===== config.mk =====
export PLATFORM = sky130hd
export DESIGN_NAME = mime_transfer_decoder_top
export DESIGN_NICKNAME = d
export VERILOG_FILES = /design/src/rtl/mtd_pkg.sv /design/src/rtl/mtd_decode.sv /design/src/rtl/mtd_out_stage.sv /design/src/rtl/mime_transfer_decoder_top.sv
export SDC_FILE = /design/constraint.sdc
export NUM_CORES = 1
export LEC_CHECK = 0
export BUFFER_PORTS_ARGS = -buffer_cell sky130_fd_sc_hd__buf_4
export CORE_MARGIN = 5
export CORE_UTILIZATION = 40
export DETAILED_ROUTE_END_ITERATION = 8
export GPL_TIMING_DRIVEN = 0
export PLACE_DENSITY_LB_ADDON = 0.2
export SLEW_MARGIN = 20
export SYNTH_ARGS = -nofsm -noshare
export SYNTH_HDL_FRONTEND = slang
export SYNTH_SLANG_ARGS = --single-unit

===== constraint.sdc =====
create_clock -name aclk -period 5.9 [get_ports aclk]
set_input_delay 0.59 -clock aclk [delete_from_list [all_inputs] [get_ports aclk]]
set_output_delay 0.59 -clock aclk [all_outputs]
set_load 0.02 [all_outputs]

===== src/rtl/mtd_pkg.sv =====
// Shared types, character codes and lookup functions for the MIME transfer decoder.
package mtd_pkg;

    localparam int BYTE_W     = 8;
    localparam int MAX_OUT    = 3;
    localparam int CNT_W      = 2;
    localparam int ACC_W      = 13;
    localparam int BCNT_W     = 4;
    localparam int PADDR_W    = 3;
    localparam int PDATA_W    = 32;
    localparam int MODE_W     = 2;

    // register index taken from paddr[2]
    localparam logic REG_DECODE_MODE = 1'b0;

    localparam logic [7:0] CH_EQ    = 8'h3D;
    localparam logic [7:0] CH_UNDER = 8'h5F;
    localparam logic [7:0] CH_PLUS  = 8'h2B;
    localparam logic [7:0] CH_MINUS = 8'h2D;
    localparam logic [7:0] CH_SLASH = 8'h2F;
    localparam logic [7:0] CH_SPACE = 8'h20;
    localparam logic [7:0] CH_LF    = 8'h0A;
    localparam logic [7:0] CH_CR    = 8'h0D;

    typedef enum logic [1:0] {
        MODE_PASS   = 2'd0,
        MODE_BASE64 = 2'd1,
        MODE_QP     = 2'd2,
        MODE_QP_HDR = 2'd3
    } mode_t;

    typedef enum logic [2:0] {
        PH_IDLE  = 3'd0,
        PH_EQ    = 3'd1,
        PH_EQCR  = 3'd2,
        PH_EQHEX = 3'd3
    } phase_t;

    typedef struct packed {
        logic       valid;
        logic [5:0] value;
    } sextet_t;

    typedef struct packed {
        logic       valid;
        logic [3:0] value;
    } nibble_t;

    typedef struct packed {
        logic [CNT_W-1:0]                 count;
        logic [MAX_OUT-1:0][BYTE_W-1:0]   data;
    } dec_result_t;

    typedef struct packed {
        logic             free;
        logic [CNT_W-1:0] remaining;
    } out_status_t;

    function automatic sextet_t sextet(input logic [7:0] c);
        sextet_t r;
        r = '0;
        if (c inside {[8'h41:8'h5A]}) begin
            r.valid = 1'b1;
            r.value = 6'(c - 8'h41);
        end else if (c inside {[8'h61:8'h7A]}) begin
            r.valid = 1'b1;
            r.value = 6'(c - 8'd71);
        end else if (c inside {[8'h30:8'h39]}) begin
            r.valid = 1'b1;
            r.value = 6'(c + 8'd4);
        end else if (c == CH_PLUS || c == CH_MINUS) begin
            r.valid = 1'b1;
            r.value = 6'd62;
        end else if (c == CH_SLASH || c == CH_UNDER) begin
            r.valid = 1'b1;
            r.value = 6'd63;
        end
        return r;
    endfunction

    function automatic nibble_t nibble(input logic [7:0] c);
        nibble_t r;
        r = '0;
        if (c inside {[8'h30:8'h39]}) begin
            r.valid = 1'b1;
            r.value = 4'(c - 8'h30);
        end else if (c inside {[8'h61:8'h66]}) begin
            r.valid = 1'b1;
            r.value = 4'(c - 8'd87);
        end else if (c inside {[8'h41:8'h46]}) begin
            r.valid = 1'b1;
            r.value = 4'(c - 8'd55);
        end
        return r;
    endfunction

endpackage


===== src/rtl/mtd_decode.sv =====
// Decode core: escape and base64 state plus the per-byte decode logic.
module mtd_decode (
    input  logic                 aclk,
    input  logic                 aresetn,
    input  mtd_pkg::mode_t       mode_i,
    input  logic [7:0]           byte_i,
    input  logic                 end_i,
    input  logic                 advance_i,
    output mtd_pkg::dec_result_t res_o
);
    import mtd_pkg::*;

    phase_t              ph_reg, ph_next;
    logic [7:0]          held_reg, held_next;
    logic [ACC_W-1:0]    acc_reg, acc_next;
    logic [BCNT_W-1:0]   cnt_reg, cnt_next;
    logic                pad_reg, pad_next;

    dec_result_t         res;
    logic [CNT_W-1:0]    n;
    logic                hdr;
    logic                do_idle;
    sextet_t             sx;
    nibble_t             nb_c;
    nibble_t             nb_h;
    logic [ACC_W-1:0]    acc6;
    logic [BCNT_W-1:0]   cnt6;
    logic [BCNT_W-1:0]   cnt8;
    logic [ACC_W-1:0]    shifted;

    assign hdr  = (mode_i == MODE_QP_HDR);
    assign sx   = sextet(byte_i);
    assign nb_c = nibble(byte_i);
    assign nb_h = nibble(held_reg);
    assign acc6 = {acc_reg[ACC_W-7:0], sx.value};
    assign cnt6 = cnt_reg + BCNT_W'(6);
    assign cnt8 = cnt6 - BCNT_W'(8);
    assign shifted = acc6 >> cnt8;

    always_comb begin
        res       = '0;
        n         = '0;
        do_idle   = 1'b0;
        ph_next   = ph_reg;
        held_next = held_reg;
        acc_next  = acc_reg;
        cnt_next  = cnt_reg;
        pad_next  = pad_reg;

        case (mode_i)
            MODE_PASS: begin
                res.data[n] = byte_i;
                n = n + 1'b1;
            end
            MODE_BASE64: begin
                if (!pad_reg) begin
                    if (byte_i == CH_EQ) begin
                        pad_next = 1'b1;
                    end else if (sx.valid) begin
                        if (cnt6 >= BCNT_W'(8)) begin
                            res.data[n] = shifted[7:0];
                            n = n + 1'b1;
                            cnt_next = cnt8;
                            acc_next = acc6 & ((ACC_W'(1) << cnt8) - ACC_W'(1));
                        end else begin
                            cnt_next = cnt6;
                            acc_next = acc6;
                        end
                    end
                end
            end
            default: begin
                ph_next = PH_IDLE;
                case (ph_reg)
                    PH_EQ: begin
                        if (byte_i == CH_LF) begin
                            // soft line break
                        end else if (byte_i == CH_CR) begin
                            if (!end_i) begin
                                ph_next = PH_EQCR;
                            end
                        end else if (nb_c.valid) begin
                            if (end_i) begin
                                res.data[n] = CH_EQ;
                                n = n + 1'b1;
                                res.data[n] = byte_i;
                                n = n + 1'b1;
                            end else begin
                                held_next = byte_i;
                                ph_next   = PH_EQHEX;
                            end
                        end else begin
                            res.data[n] = CH_EQ;
                            n = n + 1'b1;
                            do_idle = 1'b1;
                        end
                    end
                    PH_EQCR: begin
                        if (byte_i != CH_LF) begin
                            do_idle = 1'b1;
                        end
                    end
                    PH_EQHEX: begin
                        if (nb_h.valid && nb_c.valid) begin
                            res.data[n] = {nb_h.value, nb_c.value};
                            n = n + 1'b1;
                        end else begin
                            // malformed escape: emit it literally, then reparse this byte
                            res.data[n] = CH_EQ;
                            n = n + 1'b1;
                            res.data[n] = (hdr && held_reg == CH_UNDER) ? CH_SPACE : held_reg;
                            n = n + 1'b1;
                            do_idle = 1'b1;
                        end
                    end
                    default: begin
                        do_idle = 1'b1;
                    end
                endcase
                if (do_idle) begin
                    if (byte_i == CH_EQ) begin
                        if (end_i) begin
                            res.data[n] = CH_EQ;
                            n = n + 1'b1;
                        end else begin
                            ph_next = PH_EQ;
                        end
                    end else begin
                        res.data[n] = (hdr && byte_i == CH_UNDER) ? CH_SPACE : byte_i;
                        n = n + 1'b1;
                    end
                end
            end
        endcase

        if (end_i) begin
            ph_next   = PH_IDLE;
            held_next = '0;
            acc_next  = '0;
            cnt_next  = '0;
            pad_next  = 1'b0;
        end
        res.count = n;
    end

    assign res_o = res;

    always_ff @(posedge aclk) begin
        if (!aresetn) begin
            ph_reg   <= PH_IDLE;
            held_reg <= '0;
            acc_reg  <= '0;
            cnt_reg  <= '0;
            pad_reg  <= 1'b0;
        end else if (advance_i) begin
            ph_reg   <= ph_next;
            held_reg <= held_next;
            acc_reg  <= acc_next;
            cnt_reg  <= cnt_next;
            pad_reg  <= pad_next;
        end
    end

endmodule


===== src/rtl/mtd_out_stage.sv =====
// Result register: holds up to three decoded bytes and shifts them out one per transaction.
module mtd_out_stage (
    input  logic                 aclk,
    input  logic                 aresetn,
    input  logic                 load_i,
    input  mtd_pkg::dec_result_t res_i,
    output mtd_pkg::out_status_t status_o,
    output logic                 m_valid,
    input  logic                 m_ready,
    output logic [7:0]           m_out_byte,
    output logic                 m_run_last
);
    import mtd_pkg::*;

    logic [MAX_OUT-1:0][BYTE_W-1:0] buf_reg, buf_next;
    logic [CNT_W-1:0]               rem_reg, rem_next;
    logic                           pop;

    assign m_valid    = (rem_reg != '0);
    assign m_out_byte = buf_reg[0];
    assign m_run_last = (rem_reg == CNT_W'(1));
    assign pop        = m_valid && m_ready;

    assign status_o.free      = (rem_reg == '0) || (m_run_last && m_ready);
    assign status_o.remaining = rem_reg;

    always_comb begin
        buf_next = buf_reg;
        rem_next = rem_reg;
        if (load_i) begin
            buf_next = res_i.data;
            rem_next = res_i.count;
        end else if (pop) begin
            // advance to the next pending byte
            buf_next = {BYTE_W'(0), buf_reg[MAX_OUT-1:1]};
            rem_next = rem_reg - 1'b1;
        end
    end

    always_ff @(posedge aclk) begin
        if (!aresetn) begin
            rem_reg <= '0;
        end else begin
            rem_reg <= rem_next;
        end
    end

    always_ff @(posedge aclk) begin
        buf_reg <= buf_next;
    end

endmodule


===== src/rtl/mime_transfer_decoder_top.sv =====
// Top level of the MIME transfer decoder: config port, input register, decode core, result register.
//
//  channel   ports                                 direction  payload
//  input     s_valid s_ready s_in_byte             in         byte, end flag
//            s_end_of_data
//  result    m_valid m_ready m_out_byte m_run_last out        byte, last-of-input flag
//  config    psel penable pwrite paddr pwdata      in/out     decode_mode at address 0
//            prdata pready
//
// One input byte per cycle while the result side is not stalled and each byte gives at most one
// result; a byte that gives two or three results holds the input while the result register drains.
// Each byte passes through the input register, then the result register.
// Reset is synchronous, active low, and clears mode and all decode state.
// A stalled result side backs up into the input register and then drops s_ready.
module mime_transfer_decoder_top (
    input  logic                          aclk,
    input  logic                          aresetn,
    input  logic                          psel,
    input  logic                          penable,
    input  logic                          pwrite,
    input  logic [mtd_pkg::PADDR_W-1:0]   paddr,
    input  logic [mtd_pkg::PDATA_W-1:0]   pwdata,
    output logic [mtd_pkg::PDATA_W-1:0]   prdata,
    output logic                          pready,
    input  logic                          s_valid,
    output logic                          s_ready,
    input  logic [7:0]                    s_in_byte,
    input  logic                          s_end_of_data,
    output logic                          m_valid,
    input  logic                          m_ready,
    output logic [7:0]                    m_out_byte,
    output logic                          m_run_last
);
    import mtd_pkg::*;

    mode_t        mode_reg;
    logic         in_valid_reg;
    logic [7:0]   in_byte_reg;
    logic         in_end_reg;
    dec_result_t  dec_res;
    out_status_t  out_status;
    logic         advance;
    logic         load;
    logic         reg_sel;

    assign pready  = 1'b1;
    assign reg_sel = (paddr[PADDR_W-1] == REG_DECODE_MODE);
    assign prdata  = reg_sel ? PDATA_W'(mode_reg) : '0;

    always_ff @(posedge aclk) begin
        if (!aresetn) begin
            mode_reg <= MODE_PASS;
        end else if (psel && penable && pwrite && pready && reg_sel) begin
            mode_reg <= mode_t'(pwdata[MODE_W-1:0]);
        end
    end

    // a byte with no results moves on even while the result register is busy
    assign advance = in_valid_reg && ((dec_res.count == '0) || out_status.free);
    assign load    = advance && (dec_res.count != '0);
    assign s_ready = !in_valid_reg || advance;

    always_ff @(posedge aclk) begin
        if (!aresetn) begin
            in_valid_reg <= 1'b0;
        end else if (s_ready) begin
            in_valid_reg <= s_valid;
        end
    end

    always_ff @(posedge aclk) begin
        if (s_valid && s_ready) begin
            in_byte_reg <= s_in_byte;
            in_end_reg  <= s_end_of_data;
        end
    end

    mtd_decode u_decode (
        .aclk      (aclk),
        .aresetn   (aresetn),
        .mode_i    (mode_reg),
        .byte_i    (in_byte_reg),
        .end_i     (in_end_reg),
        .advance_i (advance),
        .res_o     (dec_res)
    );

    mtd_out_stage u_out (
        .aclk       (aclk),
        .aresetn    (aresetn),
        .load_i     (load),
        .res_i      (dec_res),
        .status_o   (out_status),
        .m_valid    (m_valid),
        .m_ready    (m_ready),
        .m_out_byte (m_out_byte),
        .m_run_last (m_run_last)
    );

`ifndef SYNTH
    a_load_shows_result: assert property (@(posedge aclk) disable iff (!aresetn)
        load |=> m_valid && (out_status.remaining == $past(dec_res.count)))
        else $error("loaded results not presented");

    a_held_item_kept: assert property (@(posedge aclk) disable iff (!aresetn)
        in_valid_reg && !advance |=> in_valid_reg && $stable(in_byte_reg)
            && $stable(in_end_reg))
        else $error("pending input item lost");

    a_run_continues: assert property (@(posedge aclk) disable iff (!aresetn)
        m_valid && m_ready && !m_run_last |=> m_valid)
        else $error("result run ended before its last byte");

    a_load_only_when_free: assert property (@(posedge aclk) disable iff (!aresetn)
        load |-> out_status.free)
        else $error("result register overwritten");
`endif

endmodule


==> impl_metrics.toml <==
[cts]
htreeDepth = 3
clk_latency_ns = 0.34
cts_made_buffers = 9
clkSinkCount = 59
tritoncts = "done"
clkTransAtPathRegs_ns = 0.05
cts_root_buf = "clkbuf_16"
clock_path_buffers = 2

[placed_design]
dpl.cell_count = 821
hpwl_um = 11800
gp_congestion = 0.930
portBuffers = 31

[synth]
synthesis.area_sq_um = 5080
synth_edf_count = 33
ys_ff_latch = 59
syn_inst = 588
ys_types = 88
avgSynthCellArea_sq_um = 8.63
synth_seq_area_share = 0.298
synthFlopType = "edfxtp_1"
synth-async-reset-ratio = 0
synth_warnings = 0

[global_route]
grt_pass1_wl_um = 24200
grt_usage = 0.210
grt_pass1_vias = 4351
grt-ovfl-total = 0
grt_max_degree = 25
antenna_found_initial = 0

[setup_path]
r2r_end = "u_out.buf_reg[12]$_DFFE_PP_"
arrival_ns = 4.86
rrSetupSlack_ns = 0.56
r2r_cells = 15
start_kind = "register"
cp.required_ns = 5.31
cp_max_fo = 10
cp-startpoint = "in_byte_reg[3]$_DFFE_PP_"
crit_type = "reg -> out"
worst_setup_path_end_kind = "output port"
r2r-start = "in_byte_reg[3]$_DFFE_PP_"

[sta]
tightestPinTransition_ns = 0.723
setup-tns-final_ns = 0
post-route-min-period_ns = 5.45
rsz0062_at_grt = "no"
hold_violations = 0
maxClockFrequency_mhz = 183
hold_slack_ns = 0.426
fin_skew_ns = 0.00615
max-slew-margin-rel = 0.512
maxSlewViolCount = 0
setup_violations = 0
fin_crit_sh = 0.924

[layout]
syn_to_final_growth_pct = 17.3
n_antenna_cell = 0
fillers = 1232
num-nets-final = 734
final_cell_mix = "74 x buf_4, 65 x nand2_1, 46 x nor2_1"
layout.cells.most_common = "buf_4"
largest_reg_flops = 16
instances_no_fill = 837
drive_gt1_frac = 0.211

[routing]
drtAntennaViolNets = 0
first_pass_iters = 5
num_vias = 4766
drc_errors = 0
wl_um = 15700
drtIter0Drc = 402
viasPerCell = 5.69
wl_per_cell_um = 18.8

[min_path]
hold_start = "s_in_byte[1]"
whs_path_depth = 1
hold_end = "in_byte_reg[1]$_DFFE_PP_"
hp-class = "in -> reg"

[pwr]
power_switching_mw = 0.423
p_int_mw = 1.01
total_power_mw = 1.44
p_per_area_nw_per_um2 = 241
p_leak_nw = 2.30
netSwitchingFraction = 0.294
clock_power_share = 0.385
comb_power_share = 0.258
ir_drop_mv = 0.169
seqPwrFrac = 0.357

[status]
status = "complete, no violations"

[floorplanning]
die-area_sq_um = 15000
fp-row-count = 41
initial_core_util = 0.406
fp.dieH_um = 123
die_w_um = 123
boundaryPins = 95
core_sq_um = 12500

[flow_run]
maxCapViolCount = 0
[routing by layer]
metal | global-route usage | vias to the layer above | share of wire
li1 | - | 2247 | -
met1 | 0.270 | 2270 | 0.42
met2 | 0.344 | 214 | 0.48
met3 | 0.0438 | 35 | 0.071
met4 | 0.0861 | 0 | 0.030
met5 | 0 | - | 0
[synthesized netlist by cell type, types with 7 or more instances]
cell      instances  area (sq um)
ha_1             23           288
a22oi_1           7          52.6
o21ai_0          26           130
nand4_1           7          43.8
nor2b_1           8          50.1
a21oi_1          27           135
dfxtp_1          26           521
clkbuf_1         12          45.0
a31oi_1           7          43.8
and2_1            7          43.8
nand2_1          66           248
nand2b_1          8          50.1
inv_1            27           101
buf_6             9           101
mux2i_1          16           160
edfxtp_1         33           991
mux2_2           11           124
buf_4            43           323
nor2_1           46           173
nor3_1           14          70.1
nand3_1          25           125
[power by group through the flow]
stage          clock (mW)  sequential [mW]  combinational (mW)
2_1_floorplan           0            0.515               0.270
3_3_place_gp            0            0.520               0.365
3_5_place_dp            0            0.522               0.366
4_1_cts             0.567            0.515               0.368
5_1_grt             0.582            0.518               0.399
6_report            0.553            0.514               0.371
[final cells by class]
type / instances / area [sq um] / area share
sequential: 59 / 1510 / 0.254
inverter: 28 / 105 / 0.0177
multi-input combinational: 460 / 3060 / 0.514
clock buffer: 11 / 233 / 0.0391
clock inverter: 5 / 77.6 / 0.0130
tap: 172 / 215 / 0.0361
timing repair buffer: 31 / 233 / 0.0391
buffer: 71 / 518 / 0.0870
[cells by family after synthesis]
logic type,count (synthesis),share of synthesized area
xor+xnor,8,0.0138
flops,59,0.298
buf+inv,99,0.123
compound gates,148,0.214
fa+ha+maj,23,0.0567
simple gates,214,0.211
other cells,2,0.00148
mux,35,0.0826
[worst max path at each step]
| stage | to | slack (ns) | cells past startpoint |
|---|---|---|---|
| 5_1_grt | s_ready | 0.24 | 16 |
| 3_5_place_dp | u_out.m_out_byte[6]$_DFFE_PP_ | -0.08 | 15 |
| 4_1_cts | u_out.m_out_byte[6]$_DFFE_PP_ | 0.26 | 14 |
| 3_3_place_gp | u_out.m_out_byte[6]$_DFFE_PP_ | 0.03 | 15 |
| 6_report | s_ready | 0.45 | 16 |
| 2_1_floorplan | u_out.buf_reg[10]$_DFFE_PP_ | 1.32 | 15 |
[worst max-delay path, cell delays in order, from the launching register on]
cell,delay [ns]
edfxtp_1,0.36
buf_2,0.19
clkbuf_1,0.52
inv_1,0.29
ha_1,0.29
a211oi_1,0.25
a22o_1,0.20
a22oi_1,0.23
a211oi_2,0.65
nor2_1,0.19
ha_1,0.36
nor2_1,0.05
o2111ai_1,0.19
nand4_1,0.14
nor2_1,0.34
inv_1,0.08
buf_4,0.17
[through the flow]
step / instance area, sq um / setup WS (ns) / util
2_1_floorplan: 5190 / 1.32 / -
3_3_place_gp: 5640 / 0.0299 / 0.450
3_5_place_dp: 5640 / -0.0776 / 0.450
4_1_cts: 5950 / 0.263 / 0.476
5_1_grt: 5950 / 0.244 / 0.476
6_report: 5950 / 0.447 / 0.476
[repair_timing]
action,CTS,global route
endpoints found under the setup margin,24,24
hold buffers,0,0
setup buffers,0,0
gates resized for setup,1,1
gates cloned,0,0
(Power assumes the default switching activity.)
